==> src/sv/tgm_pkg.sv <==
`default_nettype none
package tgm_pkg;

  localparam int unsigned SLOTS  = 3;
  localparam int unsigned SLOT_W = (SLOTS > 1) ? $clog2(SLOTS) : 1;
  localparam int unsigned CNT_W  = $clog2(SLOTS + 1);
  localparam int unsigned RES_MAX = 4;
  localparam int unsigned RES_W   = $clog2(RES_MAX + 1);
  localparam int unsigned ADDR_W  = 5;

  localparam logic [1:0] REQ_DOWN   = 2'd0;
  localparam logic [1:0] REQ_UP     = 2'd1;
  localparam logic [1:0] REQ_MOTION = 2'd2;
  localparam logic [1:0] REQ_TICK   = 2'd3;

  localparam logic [1:0] DEV_DIRECT   = 2'd0;
  localparam logic [1:0] DEV_INDIRECT = 2'd1;

  localparam logic [1:0] EV_MOTION  = 2'd0;
  localparam logic [1:0] EV_DOWN    = 2'd1;
  localparam logic [1:0] EV_UP      = 2'd2;
  localparam logic [1:0] EV_TRIGGER = 2'd3;

  localparam logic [1:0] DRAG_OFF   = 2'd0;
  localparam logic [1:0] DRAG_TWO   = 2'd1;
  localparam logic [1:0] DRAG_THREE = 2'd2;

  localparam logic [2:0] REG_WIDTH  = 3'd0;
  localparam logic [2:0] REG_HEIGHT = 3'd1;
  localparam logic [2:0] REG_TAP    = 3'd2;
  localparam logic [2:0] REG_HOLD   = 3'd3;
  localparam logic [2:0] REG_BACK   = 3'd4;

  localparam logic [15:0] TRIG_MID = 16'd32768;

  typedef struct packed {
    logic [11:0] width;
    logic [11:0] height;
    logic [15:0] tap_max;
    logic [15:0] click_hold;
    logic        back_en;
  } cfg_t;

  typedef struct packed {
    logic [1:0]  kind;
    logic        button;
    logic        trig;
    logic [11:0] x;
    logic [11:0] y;
  } evt_t;

  typedef enum logic [2:0] {
    ST_IDLE, ST_MULX, ST_MULY, ST_SCAN, ST_TICK, ST_DECIDE, ST_EMIT
  } state_e;

endpackage
`default_nettype wire

==> src/sv/tgm_if.sv <==
`default_nettype none
interface tgm_req_if;
  logic        valid;
  logic        ready;
  logic [1:0]  req_type;
  logic [1:0]  device_kind;
  logic [7:0]  finger_id;
  logic [31:0] timestamp;
  logic [15:0] touch_x;
  logic [15:0] touch_y;
  logic [11:0] pointer_x;
  logic [11:0] pointer_y;
  modport source (output valid, req_type, device_kind, finger_id, timestamp,
                  touch_x, touch_y, pointer_x, pointer_y, input ready);
  modport sink (input valid, req_type, device_kind, finger_id, timestamp,
                touch_x, touch_y, pointer_x, pointer_y, output ready);
endinterface

interface tgm_evt_if;
  logic        valid;
  logic        ready;
  logic [1:0]  event_kind;
  logic        button;
  logic        trigger_pressed;
  logic [11:0] pos_x;
  logic [11:0] pos_y;
  logic        last;
  modport source (output valid, event_kind, button, trigger_pressed, pos_x, pos_y,
                  last, input ready);
  modport sink (input valid, event_kind, button, trigger_pressed, pos_x, pos_y,
                last, output ready);
endinterface
`default_nettype wire

==> src/sv/tgm_regs.sv <==
`default_nettype none
module tgm_regs (
  input  wire logic                      clk_i,
  input  wire logic                      rst_ni,
  input  wire logic                      psel,
  input  wire logic                      penable,
  input  wire logic                      pwrite,
  input  wire logic [tgm_pkg::ADDR_W-1:0] paddr,
  input  wire logic [31:0]               pwdata,
  output logic      [31:0]               prdata,
  output logic                           pready,
  output tgm_pkg::cfg_t                  cfg_o
);

  tgm_pkg::cfg_t cfg_q;
  logic [2:0]    idx;

  assign idx    = paddr[4:2];
  assign pready = 1'b1;
  assign cfg_o  = cfg_q;

  always_ff @(posedge clk_i or negedge rst_ni) begin
    if (!rst_ni) begin
      cfg_q.width      <= 12'd640;
      cfg_q.height     <= 12'd480;
      cfg_q.tap_max    <= 16'd250;
      cfg_q.click_hold <= 16'd50;
      cfg_q.back_en    <= 1'b1;
    end else if (psel && penable && pwrite) begin
      unique case (idx)
        tgm_pkg::REG_WIDTH:  cfg_q.width      <= pwdata[11:0];
        tgm_pkg::REG_HEIGHT: cfg_q.height     <= pwdata[11:0];
        tgm_pkg::REG_TAP:    cfg_q.tap_max    <= pwdata[15:0];
        tgm_pkg::REG_HOLD:   cfg_q.click_hold <= pwdata[15:0];
        tgm_pkg::REG_BACK:   cfg_q.back_en    <= pwdata[0];
        default: ;
      endcase
    end
  end

  always_comb begin
    unique case (idx)
      tgm_pkg::REG_WIDTH:  prdata = {20'd0, cfg_q.width};
      tgm_pkg::REG_HEIGHT: prdata = {20'd0, cfg_q.height};
      tgm_pkg::REG_TAP:    prdata = {16'd0, cfg_q.tap_max};
      tgm_pkg::REG_HOLD:   prdata = {16'd0, cfg_q.click_hold};
      tgm_pkg::REG_BACK:   prdata = {31'd0, cfg_q.back_en};
      default:             prdata = 32'd0;
    endcase
  end

endmodule
`default_nettype wire

==> src/sv/tgm_reach_unit.sv <==
`default_nettype none
// Wrapping time compare: has t reached base + offset.
module tgm_reach_unit (
  input  wire logic [31:0] t_i,
  input  wire logic [31:0] base_i,
  input  wire logic [15:0] offset_i,
  output logic             reached_o
);
  logic [31:0] target;
  logic [31:0] diff;
  assign target    = base_i + {16'd0, offset_i};
  assign diff      = t_i - target;
  assign reached_o = ~diff[31];
endmodule
`default_nettype wire

==> src/sv/tgm_engine.sv <==
`default_nettype none
module tgm_engine (
  input  wire logic          clk_i,
  input  wire logic          rst_ni,
  input  wire tgm_pkg::cfg_t cfg_i,
  tgm_req_if.sink            req_i,
  tgm_evt_if.source          evt_o
);

  localparam int unsigned SW = tgm_pkg::SLOT_W;
  localparam int unsigned CW = tgm_pkg::CNT_W;

  tgm_pkg::state_e state_q, state_d;

  logic [1:0]  req_q, dev_q;
  logic [7:0]  id_q;
  logic [31:0] ts_q;
  logic [15:0] tx_q, ty_q;
  logic [11:0] px_q, py_q, lx_q, ly_q;

  logic        busy_q [tgm_pkg::SLOTS];
  logic [7:0]  finger_q [tgm_pkg::SLOTS];
  logic [31:0] dtime_q [tgm_pkg::SLOTS];
  logic [11:0] lastx_q [tgm_pkg::SLOTS];
  logic [11:0] lasty_q [tgm_pkg::SLOTS];
  logic [11:0] firstx_q [tgm_pkg::SLOTS];
  logic [11:0] firsty_q [tgm_pkg::SLOTS];
  logic [1:0]  drag_q;
  logic [31:0] cstart_q [2];
  logic        cvalid_q [2];

  // scan results
  logic [SW-1:0] ptr_q;
  logic          phase_q;
  logic [CW-1:0] down_q, held_q;
  logic          ifound_q, iheld_q;
  logic [SW-1:0] idx_q;
  logic [11:0]   ilx_q, ily_q;
  logic          dfound_q;
  logic [SW-1:0] dslot_q;
  logic          ofound_q;
  logic [SW-1:0] oslot_q;
  logic [31:0]   ot_q;
  logic [11:0]   ofx_q, ofy_q;
  logic          c_q;

  tgm_pkg::evt_t res_q [tgm_pkg::RES_MAX];
  logic [tgm_pkg::RES_W-1:0] cnt_q;
  logic [1:0]                eptr_q;

  // shared multiplier
  logic [15:0] mul_a;
  logic [11:0] mul_b;
  logic [27:0] prod;
  assign mul_a = (state_q == tgm_pkg::ST_MULX) ? tx_q : ty_q;
  assign mul_b = (state_q == tgm_pkg::ST_MULX) ? cfg_i.width : cfg_i.height;
  assign prod  = 28'(mul_a * mul_b);

  // shared time compare
  logic [31:0] r_t, r_base;
  logic [15:0] r_off;
  logic        r_hit;

  always_comb begin
    r_t    = ts_q;
    r_base = dtime_q[ptr_q];
    r_off  = cfg_i.tap_max;
    if (state_q == tgm_pkg::ST_TICK) begin
      r_base = cstart_q[c_q];
      r_off  = cfg_i.click_hold;
    end else if (phase_q) begin
      r_t    = dtime_q[ptr_q];
      r_base = ot_q;
      r_off  = 16'd0;
    end
  end

  tgm_reach_unit u_reach (
    .t_i(r_t), .base_i(r_base), .offset_i(r_off), .reached_o(r_hit)
  );

  // decision
  tgm_pkg::evt_t dec_res [3];
  logic [1:0]    dec_n;
  logic          wr_down, clr_busy, set_click, click_sel, set_drag, upd_last;
  logic [1:0]    drag_new;
  logic          scan_end;

  assign scan_end = phase_q && (ptr_q == SW'(tgm_pkg::SLOTS - 1));

  always_comb begin
    for (int j = 0; j < 3; j++) dec_res[j] = '0;
    dec_n     = 2'd0;
    wr_down   = 1'b0;
    clr_busy  = 1'b0;
    set_click = 1'b0;
    click_sel = 1'b0;
    set_drag  = 1'b0;
    drag_new  = tgm_pkg::DRAG_OFF;
    upd_last  = 1'b0;
    if (dev_q != tgm_pkg::DEV_DIRECT) begin
      if (cfg_i.back_en && dev_q == tgm_pkg::DEV_INDIRECT && req_q != tgm_pkg::REQ_MOTION) begin
        dec_res[0].kind   = tgm_pkg::EV_TRIGGER;
        dec_res[0].button = tx_q > tgm_pkg::TRIG_MID;
        dec_res[0].trig   = req_q == tgm_pkg::REQ_DOWN;
        dec_n = 2'd1;
      end
    end else if (req_q == tgm_pkg::REQ_DOWN) begin
      wr_down = dfound_q;
    end else if (ifound_q) begin
      if (req_q == tgm_pkg::REQ_UP) begin
        clr_busy = 1'b1;
        if (drag_q == tgm_pkg::DRAG_OFF) begin
          if (!iheld_q && (down_q == CW'(1) || down_q == CW'(2))) begin
            set_click = 1'b1;
            click_sel = down_q == CW'(2);
            dec_res[0] = '{kind: tgm_pkg::EV_DOWN, button: click_sel, trig: 1'b0,
                           x: lx_q, y: ly_q};
            dec_n = 2'd1;
          end
        end else if (down_q == CW'(1)) begin
          dec_res[0] = '{kind: tgm_pkg::EV_UP, button: drag_q == tgm_pkg::DRAG_THREE,
                         trig: 1'b0, x: px_q, y: py_q};
          dec_n    = 2'd1;
          set_drag = 1'b1;
        end
      end else begin
        if (down_q >= CW'(2) && drag_q == tgm_pkg::DRAG_OFF && held_q >= CW'(2)) begin
          set_drag = 1'b1;
          drag_new = (held_q == CW'(2)) ? tgm_pkg::DRAG_TWO : tgm_pkg::DRAG_THREE;
          dec_res[0] = '{kind: tgm_pkg::EV_MOTION, button: 1'b0, trig: 1'b0,
                         x: ofx_q, y: ofy_q};
          dec_res[1] = '{kind: tgm_pkg::EV_DOWN, button: held_q != CW'(2), trig: 1'b0,
                         x: ofx_q, y: ofy_q};
          dec_n = 2'd2;
        end
        if (lx_q != ilx_q || ly_q != ily_q) begin
          upd_last = 1'b1;
          if (down_q <= CW'(1) || oslot_q == idx_q) begin
            dec_res[dec_n] = '{kind: tgm_pkg::EV_MOTION, button: 1'b0, trig: 1'b0,
                               x: lx_q, y: ly_q};
            dec_n = dec_n + 2'd1;
          end
        end
      end
    end
  end

  // sequencer
  logic out_fire;
  assign out_fire = evt_o.valid && evt_o.ready;

  always_comb begin
    state_d = state_q;
    unique case (state_q)
      tgm_pkg::ST_IDLE:   if (req_i.valid) state_d = tgm_pkg::ST_MULX;
      tgm_pkg::ST_MULX:   state_d = tgm_pkg::ST_MULY;
      tgm_pkg::ST_MULY: begin
        if (req_q == tgm_pkg::REQ_TICK)        state_d = tgm_pkg::ST_TICK;
        else if (dev_q != tgm_pkg::DEV_DIRECT) state_d = tgm_pkg::ST_DECIDE;
        else                                   state_d = tgm_pkg::ST_SCAN;
      end
      tgm_pkg::ST_SCAN:   if (scan_end) state_d = tgm_pkg::ST_DECIDE;
      tgm_pkg::ST_TICK:   if (c_q) state_d = tgm_pkg::ST_EMIT;
      tgm_pkg::ST_DECIDE: state_d = tgm_pkg::ST_EMIT;
      tgm_pkg::ST_EMIT: begin
        if (cnt_q == '0) state_d = tgm_pkg::ST_IDLE;
        else if (out_fire && {1'b0, eptr_q} == cnt_q - 1'b1) state_d = tgm_pkg::ST_IDLE;
      end
      default: state_d = tgm_pkg::ST_IDLE;
    endcase
  end

  always_ff @(posedge clk_i or negedge rst_ni) begin
    if (!rst_ni) state_q <= tgm_pkg::ST_IDLE;
    else         state_q <= state_d;
  end

  assign req_i.ready = state_q == tgm_pkg::ST_IDLE;

  // input capture and scratch
  always_ff @(posedge clk_i) begin
    if (req_i.valid && req_i.ready) begin
      req_q <= req_i.req_type;
      dev_q <= req_i.device_kind;
      id_q  <= req_i.finger_id;
      ts_q  <= req_i.timestamp;
      tx_q  <= req_i.touch_x;
      ty_q  <= req_i.touch_y;
      px_q  <= req_i.pointer_x;
      py_q  <= req_i.pointer_y;
    end
    if (state_q == tgm_pkg::ST_MULX) lx_q <= prod[27:16];
    if (state_q == tgm_pkg::ST_MULY) begin
      ly_q     <= prod[27:16];
      down_q   <= '0;
      held_q   <= '0;
      ifound_q <= 1'b0;
      dfound_q <= 1'b0;
      ofound_q <= 1'b0;
    end
    if (state_q == tgm_pkg::ST_SCAN && busy_q[ptr_q]) begin
      if (!phase_q) begin
        down_q <= down_q + CW'(1);
        if (r_hit) held_q <= held_q + CW'(1);
        if (finger_q[ptr_q] == id_q) begin
          ifound_q <= 1'b1;
          idx_q    <= ptr_q;
          iheld_q  <= r_hit;
          ilx_q    <= lastx_q[ptr_q];
          ily_q    <= lasty_q[ptr_q];
        end
      end else if (!ofound_q || !r_hit) begin
        ofound_q <= 1'b1;
        oslot_q  <= ptr_q;
        ot_q     <= dtime_q[ptr_q];
        ofx_q    <= firstx_q[ptr_q];
        ofy_q    <= firsty_q[ptr_q];
      end
    end
    if (state_q == tgm_pkg::ST_SCAN && !phase_q && !dfound_q &&
        (!busy_q[ptr_q] || finger_q[ptr_q] == id_q)) begin
      dfound_q <= 1'b1;
      dslot_q  <= ptr_q;
    end
    if (state_q == tgm_pkg::ST_DECIDE) begin
      for (int j = 0; j < 3; j++) res_q[j] <= dec_res[j];
      if (wr_down) begin
        finger_q[dslot_q] <= id_q;
        dtime_q[dslot_q]  <= ts_q;
        firstx_q[dslot_q] <= lx_q;
        firsty_q[dslot_q] <= ly_q;
        lastx_q[dslot_q]  <= lx_q;
        lasty_q[dslot_q]  <= ly_q;
      end
      if (upd_last) begin
        lastx_q[idx_q] <= lx_q;
        lasty_q[idx_q] <= ly_q;
      end
    end
    if (state_q == tgm_pkg::ST_TICK && cvalid_q[c_q] && r_hit) begin
      res_q[cnt_q[1:0]]        <= '{kind: tgm_pkg::EV_MOTION, button: 1'b0, trig: 1'b0,
                                    x: px_q, y: py_q};
      res_q[cnt_q[1:0] + 2'd1] <= '{kind: tgm_pkg::EV_UP, button: c_q, trig: 1'b0,
                                    x: px_q, y: py_q};
    end
  end

  // control state
  always_ff @(posedge clk_i or negedge rst_ni) begin
    if (!rst_ni) begin
      for (int i = 0; i < tgm_pkg::SLOTS; i++) busy_q[i] <= 1'b0;
      drag_q      <= tgm_pkg::DRAG_OFF;
      cvalid_q[0] <= 1'b0;
      cvalid_q[1] <= 1'b0;
      cstart_q[0] <= '0;
      cstart_q[1] <= '0;
      ptr_q       <= '0;
      phase_q     <= 1'b0;
      c_q         <= 1'b0;
      cnt_q       <= '0;
      eptr_q      <= '0;
    end else begin
      unique case (state_q)
        tgm_pkg::ST_IDLE: begin
          cnt_q  <= '0;
          eptr_q <= '0;
          ptr_q  <= '0;
          phase_q <= 1'b0;
          c_q    <= 1'b0;
        end
        tgm_pkg::ST_SCAN: begin
          // two passes per slot: hold test, then age compare
          phase_q <= ~phase_q;
          if (phase_q && !scan_end) ptr_q <= ptr_q + SW'(1);
        end
        tgm_pkg::ST_TICK: begin
          c_q <= 1'b1;
          if (cvalid_q[c_q] && r_hit) begin
            cvalid_q[c_q] <= 1'b0;
            cstart_q[c_q] <= '0;
            cnt_q <= cnt_q + tgm_pkg::RES_W'(2);
          end
        end
        tgm_pkg::ST_DECIDE: begin
          cnt_q   <= tgm_pkg::RES_W'(dec_n);
          phase_q <= 1'b0;
          if (wr_down)  busy_q[dslot_q] <= 1'b1;
          if (clr_busy) busy_q[idx_q]   <= 1'b0;
          if (set_drag) drag_q <= drag_new;
          if (set_click) begin
            cvalid_q[click_sel] <= 1'b1;
            cstart_q[click_sel] <= ts_q;
          end
        end
        tgm_pkg::ST_EMIT: if (out_fire) eptr_q <= eptr_q + 2'd1;
        default: ;
      endcase
    end
  end

  assign evt_o.valid           = state_q == tgm_pkg::ST_EMIT && cnt_q != '0;
  assign evt_o.event_kind      = res_q[eptr_q].kind;
  assign evt_o.button          = res_q[eptr_q].button;
  assign evt_o.trigger_pressed = res_q[eptr_q].trig;
  assign evt_o.pos_x           = res_q[eptr_q].x;
  assign evt_o.pos_y           = res_q[eptr_q].y;
  assign evt_o.last            = {1'b0, eptr_q} == cnt_q - 1'b1;

endmodule
`default_nettype wire

==> src/sv/touch_gesture_to_mouse_core.sv <==
`default_nettype none
// Touch gesture to mouse event converter.
// req_i takes one touch word per handshake (down, up, motion or tick); evt_o
// returns zero to four mouse or trigger words, the final one flagged by last.
// A word is taken only while the block is idle; it is then busy until every
// result has been taken on evt_o. One shared multiplier scales x then y
// (MULX, then MULY), and one shared wrapping time comparator walks the
// finger slots twice per slot (hold test, then age). A direct-screen word
// then passes through SCAN, DECIDE and EMIT, a tick through TICK and EMIT,
// and a pad word through DECIDE and EMIT; EMIT is entered even with no result.
// A stalled evt_o holds its word and the block accepts nothing until it drains.
// Configuration sits on an APB port, registers at byte address 4*index, and
// is to be written only while idle; the block itself does not enforce this.
// Reset clears the finger table, drag mode and pending clicks and loads the
// register defaults; no clearing pass is needed.
module touch_gesture_to_mouse_core (
  input  wire logic                       clk_i,
  input  wire logic                       rst_ni,
  input  wire logic                       psel,
  input  wire logic                       penable,
  input  wire logic                       pwrite,
  input  wire logic [tgm_pkg::ADDR_W-1:0] paddr,
  input  wire logic [31:0]                pwdata,
  output logic      [31:0]                prdata,
  output logic                            pready,
  tgm_req_if.sink                         req_i,
  tgm_evt_if.source                       evt_o
);

  tgm_pkg::cfg_t cfg;

  tgm_regs u_regs (
    .clk_i, .rst_ni, .psel, .penable, .pwrite, .paddr, .pwdata,
    .prdata, .pready, .cfg_o(cfg)
  );

  tgm_engine u_engine (
    .clk_i, .rst_ni, .cfg_i(cfg), .req_i(req_i), .evt_o(evt_o)
  );

endmodule
`default_nettype wire

==> src/flat_wrapper.sv <==
// flat-port wrapper written by rule: the top's interface ports become plain ports
module touch_gesture_to_mouse_core_flat 
  (clk_i, rst_ni, psel, penable, pwrite, paddr, pwdata, prdata, pready, req_i_valid, req_i_req_type, req_i_device_kind, req_i_finger_id, req_i_timestamp, req_i_touch_x, req_i_touch_y, req_i_pointer_x, req_i_pointer_y, req_i_ready, evt_o_valid, evt_o_event_kind, evt_o_button, evt_o_trigger_pressed, evt_o_pos_x, evt_o_pos_y, evt_o_last, evt_o_ready);
  tgm_req_if req_i_i ();
  tgm_evt_if evt_o_i ();
  input  wire logic clk_i;
  input  wire logic rst_ni;
  input  wire logic psel;
  input  wire logic penable;
  input  wire logic pwrite;
  input  wire logic [tgm_pkg::ADDR_W-1:0] paddr;
  input  wire logic [31:0] pwdata;
  output logic      [31:0] prdata;
  output logic pready;
  input wire logic [$bits(req_i_i.valid)-1:0] req_i_valid;
  input wire logic [$bits(req_i_i.req_type)-1:0] req_i_req_type;
  input wire logic [$bits(req_i_i.device_kind)-1:0] req_i_device_kind;
  input wire logic [$bits(req_i_i.finger_id)-1:0] req_i_finger_id;
  input wire logic [$bits(req_i_i.timestamp)-1:0] req_i_timestamp;
  input wire logic [$bits(req_i_i.touch_x)-1:0] req_i_touch_x;
  input wire logic [$bits(req_i_i.touch_y)-1:0] req_i_touch_y;
  input wire logic [$bits(req_i_i.pointer_x)-1:0] req_i_pointer_x;
  input wire logic [$bits(req_i_i.pointer_y)-1:0] req_i_pointer_y;
  output wire logic [$bits(req_i_i.ready)-1:0] req_i_ready;
  output wire logic [$bits(evt_o_i.valid)-1:0] evt_o_valid;
  output wire logic [$bits(evt_o_i.event_kind)-1:0] evt_o_event_kind;
  output wire logic [$bits(evt_o_i.button)-1:0] evt_o_button;
  output wire logic [$bits(evt_o_i.trigger_pressed)-1:0] evt_o_trigger_pressed;
  output wire logic [$bits(evt_o_i.pos_x)-1:0] evt_o_pos_x;
  output wire logic [$bits(evt_o_i.pos_y)-1:0] evt_o_pos_y;
  output wire logic [$bits(evt_o_i.last)-1:0] evt_o_last;
  input wire logic [$bits(evt_o_i.ready)-1:0] evt_o_ready;
  assign req_i_i.valid = req_i_valid;
  assign req_i_i.req_type = req_i_req_type;
  assign req_i_i.device_kind = req_i_device_kind;
  assign req_i_i.finger_id = req_i_finger_id;
  assign req_i_i.timestamp = req_i_timestamp;
  assign req_i_i.touch_x = req_i_touch_x;
  assign req_i_i.touch_y = req_i_touch_y;
  assign req_i_i.pointer_x = req_i_pointer_x;
  assign req_i_i.pointer_y = req_i_pointer_y;
  assign req_i_ready = req_i_i.ready;
  assign evt_o_valid = evt_o_i.valid;
  assign evt_o_event_kind = evt_o_i.event_kind;
  assign evt_o_button = evt_o_i.button;
  assign evt_o_trigger_pressed = evt_o_i.trigger_pressed;
  assign evt_o_pos_x = evt_o_i.pos_x;
  assign evt_o_pos_y = evt_o_i.pos_y;
  assign evt_o_last = evt_o_i.last;
  assign evt_o_i.ready = evt_o_ready;
  touch_gesture_to_mouse_core u_core (.clk_i(clk_i), .rst_ni(rst_ni), .psel(psel), .penable(penable), .pwrite(pwrite), .paddr(paddr), .pwdata(pwdata), .prdata(prdata), .pready(pready), .req_i(req_i_i), .evt_o(evt_o_i));
endmodule
==> config.mk <==
export PLATFORM = sky130hd
export DESIGN_NAME = touch_gesture_to_mouse_core_flat
export DESIGN_NICKNAME = d
export VERILOG_FILES = /design/src/sv/tgm_pkg.sv /design/src/sv/tgm_if.sv /design/src/sv/tgm_regs.sv /design/src/sv/tgm_reach_unit.sv /design/src/sv/tgm_engine.sv /design/src/sv/touch_gesture_to_mouse_core.sv /design/src/flat_wrapper.sv
export SDC_FILE = /design/constraint.sdc
export NUM_CORES = 1
export LEC_CHECK = 0
export ABC_AREA = 1
export ABC_CLOCK_PERIOD_IN_PS = 5900
export BUFFER_PORTS_ARGS = -buffer_cell sky130_fd_sc_hd__buf_2
export CAP_MARGIN = 10
export CORE_UTILIZATION = 40
export CTS_CLUSTER_DIAMETER = 200
export DETAILED_ROUTE_END_ITERATION = 8
export GPL_ROUTABILITY_DRIVEN = 0
export PLACE_DENSITY_LB_ADDON = 0.08
export SYNTH_ARGS = -nofsm -noshare
export SYNTH_HDL_FRONTEND = slang
export SYNTH_HIERARCHICAL = 1
export SYNTH_SLANG_ARGS = --single-unit
==> constraint.sdc <==
create_clock -name clk_i -period 5.9 [get_ports clk_i]
set_clock_uncertainty 0.1 [all_clocks]
set_input_delay 0 -clock clk_i [delete_from_list [all_inputs] [get_ports clk_i]]
set_output_delay 0 -clock clk_i [all_outputs]
set_load 0.02 [all_outputs]
==> summary.txt <==
Cells and area
  – P&R area growth vs syn: 22.4%
  – Multi-input logic area: 15000 um2
  – Ant diodes: 0
  – Filler Cells Inserted: 8859
  – Layout Cells excl Fill: approximately 5700
  – Register Area: ~21000 um2
  – Final #Nets: between 4000 and 5000
  – Fin area: between 40000 and 50000 um2
  – Share of layout cells above drive strength 1: 0.133
  – Utilization after layout: 0.495

Clocking
  – Worst skew pair latency: about 680 ps
  – Clock Path Buffers: 3
  – Total CTS buffers: 84
  – CTS H-tree depth: 3
  – Clk sink count: ~730
  – CTS root buffer: clkbuf_16
  – CTS tree: built
  – CTS clk-pin slew, worst paths: about 60 ps

GRT
  – Largest net degree at the start of global routing: 97
  – GR Overflow Total: 0
  – Initial antenna violation count: 1
  – GRT Overall Usage: 0.237
  – Vias in the first global route: slightly below 30000
  – Global-route wire length before repair: between 150000 and 200000 um

Yosys
  – Yosys reg bits: between 700 and 800
  – Syn Std Cell Area: 38600 um2
  – Synth area leaders: edfxtp_1, dfrtp_1, fa_1
  – Main synth FF type: edfxtp_1
  – Post-synthesis sequential area ratio: 0.547
  – YS warnings: 6
  – Post-synthesis async set-or-reset flop share: 0.192
  – Avg Cell Area, Syn: approximately 10 um2
  – Top-count cell post-synth: nand2_1
  – Top-area cell type share of the netlist area: 0.448
  – Number of synthesized flops with an enable pin: approximately 580
  – List of most frequent post-synthesis cells: nand2_1, edfxtp_1, inv_1
  – Synth unique cells: 60
  – Synth Instances: 3873
  – Largest area contributor in the synthesized netlist: edfxtp_1

Worst setup path
  – Crit. End Element: register
  – Reg-to-Reg End: u_core/u_engine/ly_q[9]
  – Crit path kind: register to register
  – Worst Path Arrival: between 5000 and 6000 ps
  – Reg2reg start: u_core/u_engine/state_q[1]
  – Setup slack, reg-to-reg: approximately 260 ps
  – CP max FO: 13
  – FF-to-FF path depth: 23
  – CP Data Required Time: between 6000 and 7000 ps
  – Critical path startpoint category: register

Placement
  – Pre-CTS setup slack: 37.8 ps
  – Placed cell count: 5276
  – Dpl hpwl: around 72000 um
  – Area after DPL: roughly 41000 um2
  – IO Port Bufs: approximately 170

Detailed routing
  – Drt drc: 0
  – Iter 0 DRT Violations: ~2100
  – ANT nets after route: 0
  – Via count: 29083
  – Vias per std cell: around 5
  – Drt first pass iters: 7
  – Drt total wl: 115000 um
  – Drt wl/cell: ~20 um

Timing
  – Final setup fails: 0
  – Worst slew pin tran: 1040 ps
  – Setup ws final: 257 ps
  – Relative slew slack: 0.307
  – Endpoints failing hold: 0
  – Min Hold Slack: 52.9 ps
  – Setup TNS: 0 ps
  – Fmax: approximately 180 MHz
  – Minimum clock period: between 5000 and 6000 ps
  – Post-route clock period utilization: 0.956
  – Slew Viols, Final: 0

Floorplanning
  – I/O pin count: approximately 210
  – Initial Util: 0.405
  – Die Area: around 98000 um2
  – Core area: between 90000 and 100000 um2
  – Chip width: around 310 um
  – Chip height: 312 um
  – Standard-cell rows: ~110

Status
  – Outcome: finished clean

Worst hold path
  – Worst Hold Class: input pin to register
  – WHS Path Cells: 4
  – Hold path start: pwdata[9]
  – Hold endpoint: u_core/u_regs/cfg_o[54]

Pwr
  – Peak VDD IR: roughly 0.76 mV
  – Pleak: 19.5 nW
  – Power density over the cells: 574 nW/um2
  – Power Total: approximately 27 mW

Run
  – Max Cap Viol: 0
[area by class of cell]
cell class / instances / area share
Clock buffer: 117 / 0.0488
Clock inverter: 37 / 0.00745
Inverter: 528 / 0.0423
Multi-Input combinational cell: 2447 / 0.317
Sequential cell: 729 / 0.447
Tap cell: 1265 / 0.0335
Timing Repair Buffer: 597 / 0.104
[cell usage in the layout (no fill, tap or decap), types with 7 or more instances in the layout]
cell type,count
o21ai_0,260
buf_4,135
nor3_2,9
clkinv_1,12
o21ai_2,13
inv_1,498
nor3_1,16
inv_2,24
clkbuf_8,8
dlygate4sd3_1,271
ha_1,118
nor2_2,17
buf_6,8
buf_2,171
dfstp_2,16
a21oi_1,230
o211ai_1,23
conb_1,17
nand4_1,15
o21a_1,8
fa_1,149
nor2_1,288
xnor2_1,22
dfxtp_1,14
o22ai_1,65
xor2_1,17
clkbuf_1,25
clkbuf_16,85
o21ai_4,7
nand2_1,794
nand3_1,210
or2_2,8
dfrtp_1,121
nor2_4,10
o21ai_1,81
nand2_2,9
clkinv_2,14
buf_12,9
edfxtp_1,575
[sequential cells by signal, indices dropped and copies added (netlist names), 16 cells and up]
signal                    cells
u_core/u_engine/res_q       107
u_core/u_engine/dtime_q      96
u_core/u_engine/cstart_q     64
u_core/u_regs/cfg_o          57
u_core/u_engine/firstx_q     36
u_core/u_engine/firsty_q     36
u_core/u_engine/lastx_q      36
u_core/u_engine/lasty_q      36
u_core/u_engine/ot_q         32
u_core/u_engine/ts_q         32
u_core/u_engine/finger_q     24
u_core/u_engine/tx_q         16
u_core/u_engine/ty_q         16
[kinds of logic after synthesis]
kind of cell	after synthesis	synth area share
flops	729	0.547
simple gates	1394	0.149
other cells	2	0.000195
buf+inv	712	0.0740
xor+xnor	39	0.00886
compound gates	723	0.102
fa+ha+maj	274	0.119
[worst max-delay path by stage]
stage	start	endpoint	slack, ps	depth (start not counted)
after detailed placement	u_core/u_engine/state_q[1]	u_core/u_engine/ly_q[9]	40	23
after CTS	u_core/u_engine/state_q[1]	u_core/u_engine/ly_q[9]	3	23
after global routing	u_core/u_engine/state_q[1]	u_core/u_engine/lx_q[7]	-20	24
after floorplan	u_core/u_engine/state_q[1]	u_core/u_engine/dtime_q[0][0]	-210	6
final	u_core/u_engine/state_q[1]	u_core/u_engine/ly_q[9]	260	23
after global placement	u_core/u_engine/state_q[1]	u_core/u_engine/ly_q[9]	120	23
[critical path, cell delays in order (launching register included)]
cell and delay [ps]:
dfrtp_1 400, inv_2 110, nand3_4 130, clkbuf_16 210, o21ai_2 130, buf_6 150
clkinvlp_4 180, nor2_1 190, fa_1 470, fa_1 570, fa_1 430, fa_1 500
inv_1 50, fa_1 470, inv_1 40, ha_1 300, nand2_1 90, o21ai_1 220
a21oi_2 70, nor3_2 200, a211oi_2 60, buf_4 150, nand3_1 60, nand2_1 80
[metal layers]
layer	track usage	wire length (um)
met3	0.0293	5500
met2	0.398	54800
met4	0.0744	3210
met5	0	0
met1	0.320	51400
[what timing repair did]
item / in CTS / in global routing
resized for setup: 0 / 72
setup endpoints to repair: 0 / 27
hold buffers: 272 / 0
endpoints found under the hold margin: 241 / 0
setup buffers: 0 / 16
[power by group]
part           switching, mW  internal, mW  leakage, nW
combinational           8.96          5.69         11.1
clock                   2.17          2.92         1.30
sequential             0.662          6.68         7.14
(Power assumes the default switching activity.)
